`config.mk`:
```
export PLATFORM = sky130hd
export DESIGN_NAME = triangle_signed_volume_sum_unit
export DESIGN_NICKNAME = d
export VERILOG_FILES = /design/src/hdl/tsvs_pkg.sv /design/src/hdl/tsvs_ctrl.sv /design/src/hdl/tsvs_datapath.sv /design/src/hdl/triangle_signed_volume_sum_unit.sv
export SDC_FILE = /design/constraint.sdc
export NUM_CORES = 2
export LEC_CHECK = 0
export BUFFER_PORTS_ARGS = -buffer_cell sky130_fd_sc_hd__clkbuf_2
export CORE_MARGIN = 1
export CORE_UTILIZATION = 45
export CTS_CLUSTER_SIZE = 10
export DETAILED_ROUTE_END_ITERATION = 8
export SYNTH_ARGS = -nofsm -noshare
export SYNTH_HDL_FRONTEND = slang
export SYNTH_SLANG_ARGS = --single-unit
```
`constraint.sdc`:
```
create_clock -name clock -period 15.8 [get_ports clock]
set_input_delay 3.16 -clock clock [delete_from_list [all_inputs] [get_ports clock]]
set_output_delay 3.16 -clock clock [all_outputs]
set_load 0.1 [all_outputs]
```
`src/hdl/tsvs_pkg.sv`:
```
// ============================================================================
// tsvs_pkg
// Shared types, constants and the multiply-accumulate program of the
// signed triangle volume sum unit.
// ============================================================================
package tsvs_pkg;

   // Result field widths.
   localparam int VOL_W      = 56;
   localparam int SUM_W      = 64;
   localparam int RSP_DATA_W = VOL_W + SUM_W;
   localparam int RSP_USER_W = 3;

   // Length of the multiply-accumulate program and its step counter width.
   localparam int UC_LEN = 21;
   localparam int UC_W   = 5;

   // Largest tetrahedron volume magnitude and the running sum limits.
   localparam logic [VOL_W-1:0] VOL_MAX = {1'b0, {(VOL_W-1){1'b1}}};
   localparam logic [SUM_W-1:0] SUM_MAX = {1'b0, {(SUM_W-1){1'b1}}};
   localparam logic [SUM_W-1:0] SUM_MIN = {1'b1, {(SUM_W-1){1'b0}}};

   // Orientation class of one triangle's volume.
   typedef enum logic [1:0] {
      CLS_ADD  = 2'd0,
      CLS_SUB  = 2'd1,
      CLS_ZERO = 2'd2
   } cls_type;

   // Multiplier A operand: a narrow edge or vertex, or a wide stored vector.
   typedef enum logic [1:0] {
      ASRC_E1,
      ASRC_P1,
      ASRC_N,
      ASRC_PC
   } asrc_type;

   // Multiplier B operand: always a narrow vector component.
   typedef enum logic [2:0] {
      BSRC_E2,
      BSRC_P2,
      BSRC_D,
      BSRC_S,
      BSRC_P0
   } bsrc_type;

   // Where a finished accumulation goes.
   typedef enum logic [2:0] {
      DST_NONE,
      DST_N,
      DST_PC,
      DST_SIGN_D,
      DST_SIGN_S
   } dst_type;

   // Controller states.
   typedef enum logic [2:0] {
      ST_IDLE,
      ST_MAC,
      ST_DRAIN,
      ST_PREP,
      ST_DIV,
      ST_COMMIT
   } state_type;

   // One multiply-accumulate instruction.
   typedef struct packed {
      asrc_type   asrc;
      logic [1:0] aidx;
      bsrc_type   bsrc;
      logic [1:0] bidx;
      logic       neg;
      logic       first;
      dst_type    dst;
      logic [1:0] didx;
   } uop_type;

   // Commands from the controller to the datapath.
   typedef struct packed {
      logic    load;
      logic    mac;
      uop_type uop;
      logic    chunk_hi;
      logic    div_load;
      logic    div_step;
      logic    commit;
   } cmd_type;

   function automatic uop_type uop_make(input asrc_type asrc, input logic [1:0] aidx,
                                        input bsrc_type bsrc, input logic [1:0] bidx,
                                        input logic neg, input logic first,
                                        input dst_type dst, input logic [1:0] didx);
      uop_type r;
      r.asrc  = asrc;
      r.aidx  = aidx;
      r.bsrc  = bsrc;
      r.bidx  = bidx;
      r.neg   = neg;
      r.first = first;
      r.dst   = dst;
      r.didx  = didx;
      return r;
   endfunction

   // A wide operand is multiplied in two chunks, low then high.
   function automatic logic uop_is_wide(input uop_type u);
      return (u.asrc == ASRC_N) || (u.asrc == ASRC_PC);
   endfunction

   // Program: face normal, its two sign tests, vertex cross product and
   // the triple product left in the accumulator.
   function automatic uop_type uc_fetch(input logic [UC_W-1:0] step);
      uop_type r;
      unique case (step)
         // n = e1 x e2
         5'd0:  r = uop_make(ASRC_E1, 2'd1, BSRC_E2, 2'd2, 1'b0, 1'b1, DST_NONE, 2'd0);
         5'd1:  r = uop_make(ASRC_E1, 2'd2, BSRC_E2, 2'd1, 1'b1, 1'b0, DST_N, 2'd0);
         5'd2:  r = uop_make(ASRC_E1, 2'd2, BSRC_E2, 2'd0, 1'b0, 1'b1, DST_NONE, 2'd0);
         5'd3:  r = uop_make(ASRC_E1, 2'd0, BSRC_E2, 2'd2, 1'b1, 1'b0, DST_N, 2'd1);
         5'd4:  r = uop_make(ASRC_E1, 2'd0, BSRC_E2, 2'd1, 1'b0, 1'b1, DST_NONE, 2'd0);
         5'd5:  r = uop_make(ASRC_E1, 2'd1, BSRC_E2, 2'd0, 1'b1, 1'b0, DST_N, 2'd2);
         // n . 3(g - c)
         5'd6:  r = uop_make(ASRC_N, 2'd0, BSRC_D, 2'd0, 1'b0, 1'b1, DST_NONE, 2'd0);
         5'd7:  r = uop_make(ASRC_N, 2'd1, BSRC_D, 2'd1, 1'b0, 1'b0, DST_NONE, 2'd0);
         5'd8:  r = uop_make(ASRC_N, 2'd2, BSRC_D, 2'd2, 1'b0, 1'b0, DST_SIGN_D, 2'd0);
         // n . 3g
         5'd9:  r = uop_make(ASRC_N, 2'd0, BSRC_S, 2'd0, 1'b0, 1'b1, DST_NONE, 2'd0);
         5'd10: r = uop_make(ASRC_N, 2'd1, BSRC_S, 2'd1, 1'b0, 1'b0, DST_NONE, 2'd0);
         5'd11: r = uop_make(ASRC_N, 2'd2, BSRC_S, 2'd2, 1'b0, 1'b0, DST_SIGN_S, 2'd0);
         // pc = p1 x p2
         5'd12: r = uop_make(ASRC_P1, 2'd1, BSRC_P2, 2'd2, 1'b0, 1'b1, DST_NONE, 2'd0);
         5'd13: r = uop_make(ASRC_P1, 2'd2, BSRC_P2, 2'd1, 1'b1, 1'b0, DST_PC, 2'd0);
         5'd14: r = uop_make(ASRC_P1, 2'd2, BSRC_P2, 2'd0, 1'b0, 1'b1, DST_NONE, 2'd0);
         5'd15: r = uop_make(ASRC_P1, 2'd0, BSRC_P2, 2'd2, 1'b1, 1'b0, DST_PC, 2'd1);
         5'd16: r = uop_make(ASRC_P1, 2'd0, BSRC_P2, 2'd1, 1'b0, 1'b1, DST_NONE, 2'd0);
         5'd17: r = uop_make(ASRC_P1, 2'd1, BSRC_P2, 2'd0, 1'b1, 1'b0, DST_PC, 2'd2);
         // triple product p0 . (p1 x p2)
         5'd18: r = uop_make(ASRC_PC, 2'd0, BSRC_P0, 2'd0, 1'b0, 1'b1, DST_NONE, 2'd0);
         5'd19: r = uop_make(ASRC_PC, 2'd1, BSRC_P0, 2'd1, 1'b0, 1'b0, DST_NONE, 2'd0);
         5'd20: r = uop_make(ASRC_PC, 2'd2, BSRC_P0, 2'd2, 1'b0, 1'b0, DST_NONE, 2'd0);
         default: r = uop_make(ASRC_E1, 2'd0, BSRC_E2, 2'd0, 1'b0, 1'b0, DST_NONE, 2'd0);
      endcase
      return r;
   endfunction

endpackage

```
`src/hdl/tsvs_ctrl.sv`:
```
// ============================================================================
// tsvs_ctrl
// Sequencer: steps the multiply-accumulate program, runs the divider and
// hands each finished result to the output register.
// ============================================================================
module tsvs_ctrl #(
   parameter int COORD_BITS = 24
) (
   input  logic              clock,
   input  logic              reset,
   input  logic              req_tvalid,
   output logic              req_tready,
   output logic              rsp_tvalid,
   input  logic              rsp_tready,
   output tsvs_pkg::cmd_type cmd
);

   localparam int ACC_W     = 3 * COORD_BITS + 8;
   localparam int DIV_STEPS = (ACC_W + 7) / 8;

   tsvs_pkg::state_type            state_ff, state_in;
   logic [tsvs_pkg::UC_W-1:0]      cnt_ff, cnt_in;
   logic                           chunk_ff, chunk_in;
   logic                           rsp_valid_ff, rsp_valid_in;
   tsvs_pkg::uop_type              uop;
   logic                           out_free;

   assign uop      = tsvs_pkg::uc_fetch(cnt_ff);
   assign out_free = !rsp_valid_ff || rsp_tready;

   // Next state.
   always_comb begin
      state_in = state_ff;
      cnt_in   = cnt_ff;
      chunk_in = chunk_ff;
      unique case (state_ff)
         tsvs_pkg::ST_IDLE: begin
            if (req_tvalid) begin
               state_in = tsvs_pkg::ST_MAC;
               cnt_in   = '0;
               chunk_in = 1'b0;
            end
         end
         tsvs_pkg::ST_MAC: begin
            if (tsvs_pkg::uop_is_wide(uop) && !chunk_ff) begin
               chunk_in = 1'b1;
            end else begin
               chunk_in = 1'b0;
               if (cnt_ff == tsvs_pkg::UC_W'(tsvs_pkg::UC_LEN - 1)) begin
                  state_in = tsvs_pkg::ST_DRAIN;
               end else begin
                  cnt_in = cnt_ff + tsvs_pkg::UC_W'(1);
               end
            end
         end
         tsvs_pkg::ST_DRAIN: begin
            state_in = tsvs_pkg::ST_PREP;
         end
         tsvs_pkg::ST_PREP: begin
            state_in = tsvs_pkg::ST_DIV;
            cnt_in   = '0;
         end
         tsvs_pkg::ST_DIV: begin
            if (cnt_ff == tsvs_pkg::UC_W'(DIV_STEPS - 1)) begin
               state_in = tsvs_pkg::ST_COMMIT;
            end else begin
               cnt_in = cnt_ff + tsvs_pkg::UC_W'(1);
            end
         end
         tsvs_pkg::ST_COMMIT: begin
            if (out_free) begin
               state_in = tsvs_pkg::ST_IDLE;
            end
         end
         default: begin
            state_in = tsvs_pkg::ST_IDLE;
         end
      endcase
   end

   // Commands and handshake outputs.
   always_comb begin
      req_tready   = (state_ff == tsvs_pkg::ST_IDLE);
      cmd.load     = (state_ff == tsvs_pkg::ST_IDLE) && req_tvalid;
      cmd.mac      = (state_ff == tsvs_pkg::ST_MAC);
      cmd.uop      = uop;
      cmd.chunk_hi = chunk_ff;
      cmd.div_load = (state_ff == tsvs_pkg::ST_PREP);
      cmd.div_step = (state_ff == tsvs_pkg::ST_DIV);
      cmd.commit   = (state_ff == tsvs_pkg::ST_COMMIT) && out_free;
      if (cmd.commit) begin
         rsp_valid_in = 1'b1;
      end else if (rsp_tready) begin
         rsp_valid_in = 1'b0;
      end else begin
         rsp_valid_in = rsp_valid_ff;
      end
   end

   assign rsp_tvalid = rsp_valid_ff;

   // State registers.
   always_ff @(posedge clock) begin
      if (reset) begin
         state_ff     <= tsvs_pkg::ST_IDLE;
         cnt_ff       <= '0;
         chunk_ff     <= 1'b0;
         rsp_valid_ff <= 1'b0;
      end else begin
         state_ff     <= state_in;
         cnt_ff       <= cnt_in;
         chunk_ff     <= chunk_in;
         rsp_valid_ff <= rsp_valid_in;
      end
   end

   // An accepted triangle starts the program at its first step, low chunk.
   a_start: assert property (@(posedge clock) disable iff (reset)
      (req_tvalid && req_tready) |=>
         (state_ff == tsvs_pkg::ST_MAC) && (cnt_ff == '0) && !chunk_ff)
      else $error("program did not start at step zero");

   // The step counter never runs past the end of the program.
   a_step_range: assert property (@(posedge clock) disable iff (reset)
      (state_ff == tsvs_pkg::ST_MAC) |-> (cnt_ff < tsvs_pkg::UC_W'(tsvs_pkg::UC_LEN)))
      else $error("program step out of range");

   // The high chunk is only issued for a wide operand.
   a_chunk: assert property (@(posedge clock) disable iff (reset)
      chunk_ff |-> (state_ff == tsvs_pkg::ST_MAC) && tsvs_pkg::uop_is_wide(uop))
      else $error("high chunk issued for a narrow operand");

endmodule

```
`src/hdl/tsvs_datapath.sv`:
```
// ============================================================================
// tsvs_datapath
// Operand registers, shared two-stage multiply-accumulate unit, radix-256
// divide-by-three unit and the saturating running sum.
// ============================================================================
module tsvs_datapath #(
   parameter int COORD_BITS = 24,
   parameter int FRAC_BITS  = 12
) (
   input  logic                             clock,
   input  logic                             reset,
   input  tsvs_pkg::cmd_type                cmd,
   input  logic [12*COORD_BITS-1:0]         req_fields,
   output logic [tsvs_pkg::VOL_W-1:0]       tri_volume,
   output logic [tsvs_pkg::SUM_W-1:0]       running_volume,
   output tsvs_pkg::cls_type                sign_class,
   output logic                             saturated
);

   localparam int CB        = COORD_BITS;
   localparam int MW        = COORD_BITS + 2;       // chunk width of a wide operand
   localparam int NW        = MW + 1;               // signed narrow operand width
   localparam int WW        = 2 * MW;               // stored wide vector width
   localparam int PW        = 2 * NW;               // product width
   localparam int ACC_W     = 3 * COORD_BITS + 8;
   localparam int DIV_STEPS = (ACC_W + 7) / 8;
   localparam int QW        = DIV_STEPS * 8;
   localparam int QX        = (QW > tsvs_pkg::VOL_W) ? QW : tsvs_pkg::VOL_W;
   localparam logic [ACC_W:0] RND = (ACC_W + 1)'(3 * (2 ** FRAC_BITS));

   // Operand vectors.
   logic signed [NW-1:0] p0_ff [3];
   logic signed [NW-1:0] p1_ff [3];
   logic signed [NW-1:0] p2_ff [3];
   logic signed [NW-1:0] e1_ff [3];
   logic signed [NW-1:0] e2_ff [3];
   logic signed [NW-1:0] s_ff  [3];
   logic signed [NW-1:0] d_ff  [3];
   logic signed [NW-1:0] v0 [3];
   logic signed [NW-1:0] v1 [3];
   logic signed [NW-1:0] v2 [3];
   logic signed [NW-1:0] cc [3];
   logic signed [NW-1:0] sum3 [3];
   logic signed [WW-1:0] n_ff  [3];
   logic signed [WW-1:0] pc_ff [3];

   // Multiply stage.
   logic signed [WW-1:0]    wsel;
   logic signed [NW-1:0]    a_op, b_op;
   logic signed [PW-1:0]    prod_ff;
   logic                    wide;
   logic                    s2_valid_ff;
   logic                    s2_neg_ff, s2_first_ff, s2_hi_ff;
   tsvs_pkg::dst_type       s2_dst_ff, dst_eff;
   logic [1:0]              s2_didx_ff;

   // Accumulate stage.
   logic signed [ACC_W-1:0] acc_ff, acc_in, term, base;
   logic                    sa_neg_ff, sb_pos_ff, sb_zero_ff;

   // Divider and result.
   logic [ACC_W-1:0]        tabs;
   logic [ACC_W:0]          tsum;
   logic [QW-1:0]           q_ff, q_in;
   logic [1:0]              rem_ff, rem_in;
   logic [QX-1:0]           qx;
   logic [tsvs_pkg::VOL_W-1:0] mag, vol, vol_ff;
   tsvs_pkg::cls_type       cls, cls_ff;
   logic                    sb_eff_pos;
   logic [tsvs_pkg::SUM_W:0] sum_ext;
   logic [tsvs_pkg::SUM_W-1:0] run_ff, run_in;
   logic                    ovf, sat_ff;

   // Unpack the beat and form edges, 3g and 3(g - c).
   always_comb begin
      for (int k = 0; k < 3; k++) begin
         v0[k] = {{3{req_fields[k*CB + CB-1]}}, req_fields[k*CB +: CB]};
         v1[k] = {{3{req_fields[(3+k)*CB + CB-1]}}, req_fields[(3+k)*CB +: CB]};
         v2[k] = {{3{req_fields[(6+k)*CB + CB-1]}}, req_fields[(6+k)*CB +: CB]};
         cc[k] = {{3{req_fields[(9+k)*CB + CB-1]}}, req_fields[(9+k)*CB +: CB]};
         sum3[k] = v0[k] + v1[k] + v2[k];
      end
   end

   always_ff @(posedge clock) begin
      if (cmd.load) begin
         for (int k = 0; k < 3; k++) begin
            p0_ff[k] <= v0[k];
            p1_ff[k] <= v1[k];
            p2_ff[k] <= v2[k];
            e1_ff[k] <= v1[k] - v0[k];
            e2_ff[k] <= v2[k] - v0[k];
            s_ff[k]  <= sum3[k];
            d_ff[k]  <= sum3[k] - (cc[k] + (cc[k] <<< 1));
         end
      end
   end

   // Operand selection for the shared multiplier.
   always_comb begin
      wide = tsvs_pkg::uop_is_wide(cmd.uop);
      case (cmd.uop.asrc)
         tsvs_pkg::ASRC_N:  wsel = n_ff[cmd.uop.aidx];
         tsvs_pkg::ASRC_PC: wsel = pc_ff[cmd.uop.aidx];
         default:           wsel = '0;
      endcase
      case (cmd.uop.asrc)
         tsvs_pkg::ASRC_E1: a_op = e1_ff[cmd.uop.aidx];
         tsvs_pkg::ASRC_P1: a_op = p1_ff[cmd.uop.aidx];
         default: begin
            if (cmd.chunk_hi) begin
               a_op = {wsel[WW-1], wsel[WW-1:MW]};
            end else begin
               a_op = {1'b0, wsel[MW-1:0]};
            end
         end
      endcase
      case (cmd.uop.bsrc)
         tsvs_pkg::BSRC_E2: b_op = e2_ff[cmd.uop.bidx];
         tsvs_pkg::BSRC_P2: b_op = p2_ff[cmd.uop.bidx];
         tsvs_pkg::BSRC_D:  b_op = d_ff[cmd.uop.bidx];
         tsvs_pkg::BSRC_S:  b_op = s_ff[cmd.uop.bidx];
         default:           b_op = p0_ff[cmd.uop.bidx];
      endcase
      dst_eff = (!wide || cmd.chunk_hi) ? cmd.uop.dst : tsvs_pkg::DST_NONE;
   end

   // Multiply stage: product register plus the command for the add stage.
   always_ff @(posedge clock) begin
      if (reset) begin
         s2_valid_ff <= 1'b0;
      end else begin
         s2_valid_ff <= cmd.mac;
      end
   end

   always_ff @(posedge clock) begin
      prod_ff     <= a_op * b_op;
      s2_neg_ff   <= cmd.uop.neg;
      s2_first_ff <= cmd.uop.first && !cmd.chunk_hi;
      s2_hi_ff    <= wide && cmd.chunk_hi;
      s2_dst_ff   <= dst_eff;
      s2_didx_ff  <= cmd.uop.didx;
   end

   // Accumulate stage.
   always_comb begin
      term = {{(ACC_W-PW){prod_ff[PW-1]}}, prod_ff};
      if (s2_hi_ff) begin
         term = term <<< MW;
      end
      base   = s2_first_ff ? '0 : acc_ff;
      acc_in = s2_neg_ff ? (base - term) : (base + term);
   end

   always_ff @(posedge clock) begin
      if (s2_valid_ff) begin
         acc_ff <= acc_in;
         case (s2_dst_ff)
            tsvs_pkg::DST_N:      n_ff[s2_didx_ff]  <= acc_in[WW-1:0];
            tsvs_pkg::DST_PC:     pc_ff[s2_didx_ff] <= acc_in[WW-1:0];
            tsvs_pkg::DST_SIGN_D: sa_neg_ff <= acc_in[ACC_W-1];
            tsvs_pkg::DST_SIGN_S: begin
               sb_pos_ff  <= !acc_in[ACC_W-1] && (acc_in != '0);
               sb_zero_ff <= (acc_in == '0);
            end
            default: ;
         endcase
      end
   end

   // Rounded magnitude of the triple product, pre-divided by 2^(F+1).
   always_comb begin
      tabs = acc_ff[ACC_W-1] ? ACC_W'(-acc_ff) : ACC_W'(acc_ff);
      tsum = {1'b0, tabs} + RND;
   end

   // Divide by three, eight quotient bits per cycle, MSB first, in place.
   always_comb begin
      logic [2:0] t3;
      logic [1:0] r;
      logic [7:0] top;
      logic [7:0] qb;
      r   = rem_ff;
      top = q_ff[QW-1 -: 8];
      qb  = '0;
      for (int i = 7; i >= 0; i--) begin
         t3 = {r, top[i]};
         if (t3 >= 3'd3) begin
            qb[i] = 1'b1;
            r     = 2'(t3 - 3'd3);
         end else begin
            r = t3[1:0];
         end
      end
      rem_in = r;
      q_in   = {q_ff[QW-9:0], qb};
   end

   always_ff @(posedge clock) begin
      if (cmd.div_load) begin
         q_ff   <= QW'(tsum >> (FRAC_BITS + 1));
         rem_ff <= '0;
      end else if (cmd.div_step) begin
         q_ff   <= q_in;
         rem_ff <= rem_in;
      end
   end

   // Clamp, orient and add to the running sum.
   always_comb begin
      qx  = QX'(q_ff);
      mag = (|qx[QX-1:tsvs_pkg::VOL_W-1]) ? tsvs_pkg::VOL_MAX : qx[tsvs_pkg::VOL_W-1:0];
      sb_eff_pos = sa_neg_ff ? (!sb_pos_ff && !sb_zero_ff) : sb_pos_ff;
      if (sb_zero_ff) begin
         cls = tsvs_pkg::CLS_ZERO;
         vol = '0;
      end else if (sb_eff_pos) begin
         cls = tsvs_pkg::CLS_SUB;
         vol = -mag;
      end else begin
         cls = tsvs_pkg::CLS_ADD;
         vol = mag;
      end
      sum_ext = {run_ff[tsvs_pkg::SUM_W-1], run_ff}
              + {{(tsvs_pkg::SUM_W + 1 - tsvs_pkg::VOL_W){vol[tsvs_pkg::VOL_W-1]}}, vol};
      ovf = sum_ext[tsvs_pkg::SUM_W] ^ sum_ext[tsvs_pkg::SUM_W-1];
      if (ovf) begin
         run_in = sum_ext[tsvs_pkg::SUM_W] ? tsvs_pkg::SUM_MIN : tsvs_pkg::SUM_MAX;
      end else begin
         run_in = sum_ext[tsvs_pkg::SUM_W-1:0];
      end
   end

   // Running sum is block state and clears at reset.
   always_ff @(posedge clock) begin
      if (reset) begin
         run_ff <= '0;
      end else if (cmd.commit) begin
         run_ff <= run_in;
      end
   end

   always_ff @(posedge clock) begin
      if (cmd.commit) begin
         vol_ff <= vol;
         cls_ff <= cls;
         sat_ff <= ovf;
      end
   end

   assign tri_volume     = vol_ff;
   assign running_volume = run_ff;
   assign sign_class     = cls_ff;
   assign saturated      = sat_ff;

   // A clipped sum sits exactly at one of its limits.
   a_sat_limit: assert property (@(posedge clock) disable iff (reset)
      $past(cmd.commit) && sat_ff |->
         (run_ff == tsvs_pkg::SUM_MAX) || (run_ff == tsvs_pkg::SUM_MIN))
      else $error("saturated sum not at a limit");

   // A triangle whose normal is perpendicular to its centroid adds nothing.
   a_zero_class: assert property (@(posedge clock) disable iff (reset)
      $past(cmd.commit) && (cls_ff == tsvs_pkg::CLS_ZERO) |-> (vol_ff == '0))
      else $error("zeroed class with nonzero volume");

endmodule

```
`src/hdl/triangle_signed_volume_sum_unit.sv`:
```
// ============================================================================
// triangle_signed_volume_sum_unit
// Signed surface-mesh volume accumulator: one boundary triangle per beat in,
// one signed tetrahedron volume and saturating running sum per beat out.
// One triangle at a time: a new beat is accepted only in the idle state, after
// the previous result is committed; throughput is set by 21 products through
// one shared multiplier and the eight-bit-per-cycle divide-by-three unit.
// Reset: synchronous, active high; clears the running sum and all handshakes.
// ============================================================================
module triangle_signed_volume_sum_unit #(
   parameter int COORD_BITS = 24,
   parameter int FRAC_BITS  = 12
) (
   input  logic                                   clock,
   input  logic                                   reset,
   // Input beat.
   input  logic                                   req_tvalid,
   output logic                                   req_tready,
   // vert0_x, vert0_y, vert0_z, vert1_x, vert1_y, vert1_z, vert2_x, vert2_y,
   // vert2_z, cell_center_x, cell_center_y, cell_center_z (COORD_BITS each)
   input  logic [((12*COORD_BITS+7)/8)*8-1:0]     req_tdata,
   // Result beat.
   output logic                                   rsp_tvalid,
   input  logic                                   rsp_tready,
   // tri_volume [55:0], running_volume [119:56]
   output logic [tsvs_pkg::RSP_DATA_W-1:0]        rsp_tdata,
   // sign_class [1:0], saturated [2]
   output logic [tsvs_pkg::RSP_USER_W-1:0]        rsp_tuser
);

   tsvs_pkg::cmd_type          cmd;
   logic [tsvs_pkg::VOL_W-1:0] tri_volume;
   logic [tsvs_pkg::SUM_W-1:0] running_volume;
   tsvs_pkg::cls_type          sign_class;
   logic                       saturated;

   tsvs_ctrl #(
      .COORD_BITS (COORD_BITS)
   ) u_ctrl (
      .clock      (clock),
      .reset      (reset),
      .req_tvalid (req_tvalid),
      .req_tready (req_tready),
      .rsp_tvalid (rsp_tvalid),
      .rsp_tready (rsp_tready),
      .cmd        (cmd)
   );

   tsvs_datapath #(
      .COORD_BITS (COORD_BITS),
      .FRAC_BITS  (FRAC_BITS)
   ) u_datapath (
      .clock          (clock),
      .reset          (reset),
      .cmd            (cmd),
      .req_fields     (req_tdata[12*COORD_BITS-1:0]),
      .tri_volume     (tri_volume),
      .running_volume (running_volume),
      .sign_class     (sign_class),
      .saturated      (saturated)
   );

   // Pack the result beat.
   assign rsp_tdata = {running_volume, tri_volume};
   assign rsp_tuser = {saturated, sign_class};

endmodule
```
Yosys cells after proc, flatten, opt, wreduce, memory -nomap -nowiden
Memory sizes are Yosys's and may differ from the RTL's. A register that Yosys moved wholly into a read port is not among the register bits.
Index checks and enable logic that the tools add are counted.
{"block": "totals", "input_bits": 292, "mem_bits_rw": 879, "ff_bits": 361, "word_cells": 189, "memories": 10, "mem_bits_ro": 512}
{"name": "(name not given)", "words": 32, "width": 16, "rd": 1, "rd_clocked_by_memory_dff": 1, "write_ports": 0, "line_no": "tsvs_pkg.sv:114", "rtl": "unique case (step)"}
{"name": "u_datapath.n_ff", "words": 3, "width": 52, "rd": 1, "rd_clocked_by_memory_dff": 0, "write_ports": 1, "line_no": "tsvs_datapath.sv:44", "rtl": "logic signed [WW-1:0] n_ff [3];"}
{"name": "u_datapath.pc_ff", "words": 3, "width": 52, "rd": 1, "rd_clocked_by_memory_dff": 0, "write_ports": 1, "line_no": "tsvs_datapath.sv:45", "rtl": "logic signed [WW-1:0] pc_ff [3];"}
{"name": "u_datapath.d_ff", "words": 3, "width": 27, "rd": 1, "rd_clocked_by_memory_dff": 0, "write_ports": 3, "line_no": "tsvs_datapath.sv:38", "rtl": "logic signed [NW-1:0] d_ff [3];"}
{"name": "u_datapath.e1_ff", "words": 3, "width": 27, "rd": 1, "rd_clocked_by_memory_dff": 0, "write_ports": 3, "line_no": "tsvs_datapath.sv:35", "rtl": "logic signed [NW-1:0] e1_ff [3];"}
{"name": "u_datapath.e2_ff", "words": 3, "width": 27, "rd": 1, "rd_clocked_by_memory_dff": 0, "write_ports": 3, "line_no": "tsvs_datapath.sv:36", "rtl": "logic signed [NW-1:0] e2_ff [3];"}
{"name": "+4 memories"}
{"block": "classes", "mux": 59, "n_addsub": 33, "mul": 1, "order_cmp": 8, "eq_ne": 24, "n_reduce_logical": 31, "bitwise_logic": 1}
{"operator": "80-bit two-way mux", "count": 3}
{"operator": "56-bit two-way mux", "count": 3}
{"operator": "24-bit by 24-bit subtractor with 25-bit output", "count": 6}
{"operator": "68-bit two-way mux", "count": 2}
{"operator": "64-bit two-way mux", "count": 2}
{"operator": "27-bit case mux with 4 select lines", "count": 1}
{"operator": "52-bit case mux with 2 select lines", "count": 1}
{"operator": "80-bit by 14-bit adder with 81-bit output (second input constant)", "count": 1}
{"operator": "27-bit subtractor", "count": 3}
{"operator": "80-bit adder", "count": 1}
{"operator": "80-bit zero test", "count": 1}
{"operator": "80-bit negation", "count": 1}
{"operator": "80-bit nonzero test", "count": 1}
{"operator": "80-bit subtractor", "count": 1}
{"operator": "79-bit two-way mux", "count": 1}
{"operator": "24-bit by 25-bit adder with 26-bit output", "count": 3}
{"operator": "25-bit by 24-bit adder with 26-bit output", "count": 3}
{"operator": "24-bit by 24-bit adder with 25-bit output", "count": 3}
{"operator": "64-bit by 56-bit adder with 65-bit output", "count": 1}
{"operator": "56-bit negation", "count": 1}
{"operator": "27-bit by 27-bit multiplier with 54-bit output", "count": 1}
{"operator": "27-bit case mux with 2 select lines", "count": 1}
{"operator": "5-bit two-way mux", "count": 6}
{"operator": "27-bit two-way mux", "count": 1}
{"operator": "other kinds (29)", "count": 109}

Logic depth before layout (Yosys ltp)
{"block": "depth", "ltp_word": 18, "depth_mapped": 40, "depth_no_buf": 36}

Modules after synthesis
A second synthesis with hierarchy kept.
{"block": "hier_totals", "cells_unflattened": 10315, "hier_area_um2": 104138.6}
{"mod": "tsvs_datapath", "seq_area_each_um2": 34262.9, "instances": 1, "cells_each": 10116, "area_each_um2": 102364.4}
{"mod": "tsvs_ctrl", "seq_area_each_um2": 520.5, "instances": 1, "cells_each": 198, "area_each_um2": 1766.7}
{"mod": "triangle_signed_volume_sum_unit", "seq_area_each_um2": 0.0, "instances": 1, "cells_each": 1, "area_each_um2": 7.5}

Least setup slack after synthesis
Ideal clock, no wire load.
{"block": "synth_path", "path_kind": "input-to-reg", "start": "input port req_tvalid", "end": "memory u_datapath.d_ff[0][0] (netlist name), enable pin", "t_required_ns": 14.853, "setup_ns": 0.947, "path_buffers": 0, "cell_stages": 1, "path_slack_ns": -0.088, "arrival_time_ns": 14.941, "cell_sequence": "and2_1"}
{"item": "from (decl)", "line_no": "triangle_signed_volume_sum_unit.sv:17", "rtl": "input logic req_tvalid,"}
{"item": "to (decl)", "line_no": "tsvs_datapath.sv:38"}

Worst setup path in the final report
{"block": "layout_path", "start": "register u_ctrl.uop[15] (netlist name)", "end": "register u_datapath.prod_ff[53]"}
{"block": "layout_via", "elab_chain_cells": 5, "elab_cells_between_ends": 8}
{"item": "2-bit == test", "line_no": "tsvs_datapath.sv:102", "rtl": "case (cmd.uop.asrc)"}
{"item": "52-bit case mux with 2 select lines", "line_no": "tsvs_datapath.sv:102"}
{"item": "27-bit two-way mux", "line_no": "tsvs_datapath.sv:111", "rtl": "if (cmd.chunk_hi) begin"}
{"item": "27-bit case mux with 2 select lines *", "line_no": "tsvs_datapath.sv:107", "rtl": "case (cmd.uop.asrc)"}
{"item": "27-bit by 27-bit multiplier with 54-bit output *", "line_no": "tsvs_datapath.sv:138", "rtl": "prod_ff <= a_op * b_op;"}
{"item": "to (signal assigned)", "line_no": "tsvs_datapath.sv:138"}
{"item": "to (decl)", "line_no": "tsvs_datapath.sv:50", "rtl": "logic signed [PW-1:0] prod_ff;"}
Mark *: on every way between the ends. The rest lies on a longest branch, timed or not.
A chain may end at the register's enable or synchronous reset.

==> reports/metrics.yaml <==
synth_edf_count: 1047
fin_crit_ps: 11460
violations: "capacitance limit, slew limit"
start_util: 0.453
clk_pin_slew_worst_paths_ps: 60
globalplace.congestion: 0.956
worst_pin_slew_ps: 1540
setup_viol: 0
io_pins: 417
critPathLaunchType: "register"
cts_tree: "built"
maxCapViolations: 1
num_vias: 82300
drc_errors: 0
worstSkewPairLatency_ps: 830
critPathSlowestCell: "nor4_1"
yosys_warnings: 0
crit_type: "register to register"
hold_violations: 0
post_cts_resized: 0
via_per_inst: 5.84
layout_common_cells: "1182 x inv_1, 1047 x edfxtp_1, 932 x nand2_1, 851 x fa_1, 791 x nor2_1"
grt_overflow: 0
grt_pass1_vias: 82500
synth_top_area_frac: 0.298
rsz0062_at_grt: "false"
grt_pass1_wl_um: 510000
synth_area_um2: 105000
cts_buffers: 150
crit_arrival_ps: 12090
tns_ps: 0
ys_ff_latch: 1214
postSynthCellCount: 10700
drtPass1Iterations: 6
nFillCells: 21300
routedWlPerCell_um: 24.2
slowest_delay_ps: 1290
cts.path.max_buffers: 3
area_growth_pct: 10.0
grt_start_max_net_pins: 146
synth_area_leaders: "edfxtp_1 30%, fa_1 16%, ha_1 8.1%, inv_1 4.2%, xnor2_1 3.5%"
clock.fmax_mhz: 87.2
cp_common_cell: "inv_1"
cp_max_fo: 27
antenna_found_initial: 8
fp.dieW_um: 486
skew_ps: 92.9
avgSynthCellArea_um2: 9.89
rows: 177
final_common_cell: "inv_1"
cts-hold-fix-buffers: 0
min_path_type: "register to register"
synth_cell_types: 102
post_cts_buffers: 0
ys_seq_area_frac: 0.330
max_slew_margin: -0.0359
drt-initial-drc-count: 7581
dieArea_um2: 236000
endpoint_kind: "register"
holdPathStages: 0
cts_num_sinks: 1214
die_y_um: 486
async_flop_share: 0
dp_hpwl_um: 265000
routed_wl_um: 341000
yosysTopAreaCell: "edfxtp_1"
htreeDepth: 4
drive_above_1_share: 0.0952
ant_nets: 0
synth.net_count: 12500
crit_required_ps: 16430
status: "finished with violations"
root_buffer: "clkbuf_16"
fin_crit_sh: 0.726
fin_nets: 12800
core_um2: 233000
synth_ff_type: "edfxtp_1"
maxSlewViolCount: 2
rr_worst_depth: 35
grt_usage: 0.286
portBuffers: 416
## per-layer routing
metal  track usage  part of all wire  vias up
li1              -                 -    37600
met1         0.381              0.42    41000
met2         0.468              0.47     3142
met3        0.0396             0.069      549
met4         0.115             0.045        2
met5             0          0.000021        -
## path summary, 6_finish.rpt
| kind | endpoint | start | slack [ps] |
|---|---|---|---|
| max | u_datapath.prod_ff[53] | u_ctrl.uop[15] | 4340 |
| min | u_datapath.s2_didx_ff[0] | u_ctrl.uop[0] | 330 |
| max reg2reg | u_datapath.prod_ff[53] | u_ctrl.uop[15] | 4340 |
| min reg2reg | u_datapath.s2_didx_ff[0] | u_ctrl.uop[0] | 330 |
## cell families (layout without fill, tap and decap cells)
group | after synthesis | count (layout) | synth area share
AO/OA/AOI/OAI | 2146 | 2146 | 0.130
multiplexers | 433 | 433 | 0.0451
XOR/XNOR | 656 | 656 | 0.0545
adder cells (fa/ha/maj) | 1544 | 1544 | 0.244
other | 0 | 2 | 0
AND/OR/NAND/NOR | 3043 | 3043 | 0.138
flip-flops | 1214 | 1214 | 0.330
buffers and inverters | 1619 | 2000 | 0.0580
## layout make-up
type	count	area (um2)	area share
inverters	1185	4450	0.0384
clock buffers	214	4040	0.0348
multi-input cells	7822	64900	0.560
well taps	3043	3810	0.0329
repair buffers	561	3190	0.0276
clock inverters	40	651	0.00561
flip-flops and latches	1214	34800	0.300
diodes	2	5.00	0.0000432
## through the flow
step / hold WS (ps) / setup slack, ps / cells / area, um2 / util
3_5_place_dp: 316 / 4580 / 13800 / 111000 / 0.478
4_1_cts: 337 / 4520 / 14100 / 116000 / 0.498
6_report: 334 / 4340 / 14100 / 116000 / 0.498
3_3_place_gp: 314 / 4660 / 13800 / 111000 / 0.478
2_1_floorplan: 310 / 5680 / 10700 / 105000 / -
5_1_grt: 345 / 3850 / 14100 / 116000 / 0.498
## registers in the layout, indices dropped and copies added (netlist names), 2 cells and up
register and cells:
u_datapath.s_ff 78, u_datapath.rem_ff 2, u_datapath.d_ff 81, u_datapath.q_ff 80, u_ctrl.uop 16, u_datapath.tri_volume 56, u_datapath.pc_ff 156, u_datapath.e2_ff 75
u_ctrl.cnt_ff 5, u_datapath.acc_ff 80, u_datapath.running_volume 64, u_ctrl.state_ff 3, u_datapath.p2_ff 72, u_datapath.n_ff 156, u_datapath.s2_didx_ff 2, u_datapath.e1_ff 75
u_datapath.s2_dst_ff 3, u_datapath.sign_class 2, u_datapath.p1_ff 72, u_datapath.prod_ff 54, u_datapath.p0_ff 72
## synthesized netlist by cell type (all sizes together) (105+ instances only)
master,n
inv,1183
edfxtp,1047
nand2,933
fa,851
nor2,798
ha,682
a21oi,584
o21ai,464
xnor2,421
clkbuf,387
mux2i,330
nor2b,290
xor2,235
nor3,200
a21o,172
dfxtp,167
nand3,137
o22ai,121
nand2b,117
a211oi,113
and2,105
## worst max-delay path: cells and delay by family (launching register included)
kind / cells / cell delay (ps)
DFF: 1 / 580
and+or+nand+nor: 3 / 1670
xor gates and xnor gates: 1 / 80
adders and majority gates: 8 / 2840
AOI/OAI and AO/OA: 15 / 4720
buffers and inverters: 8 / 1330
Power is not shown: default switching activity piles up to over one toggle a cycle in this logic, so the estimate is an artifact.
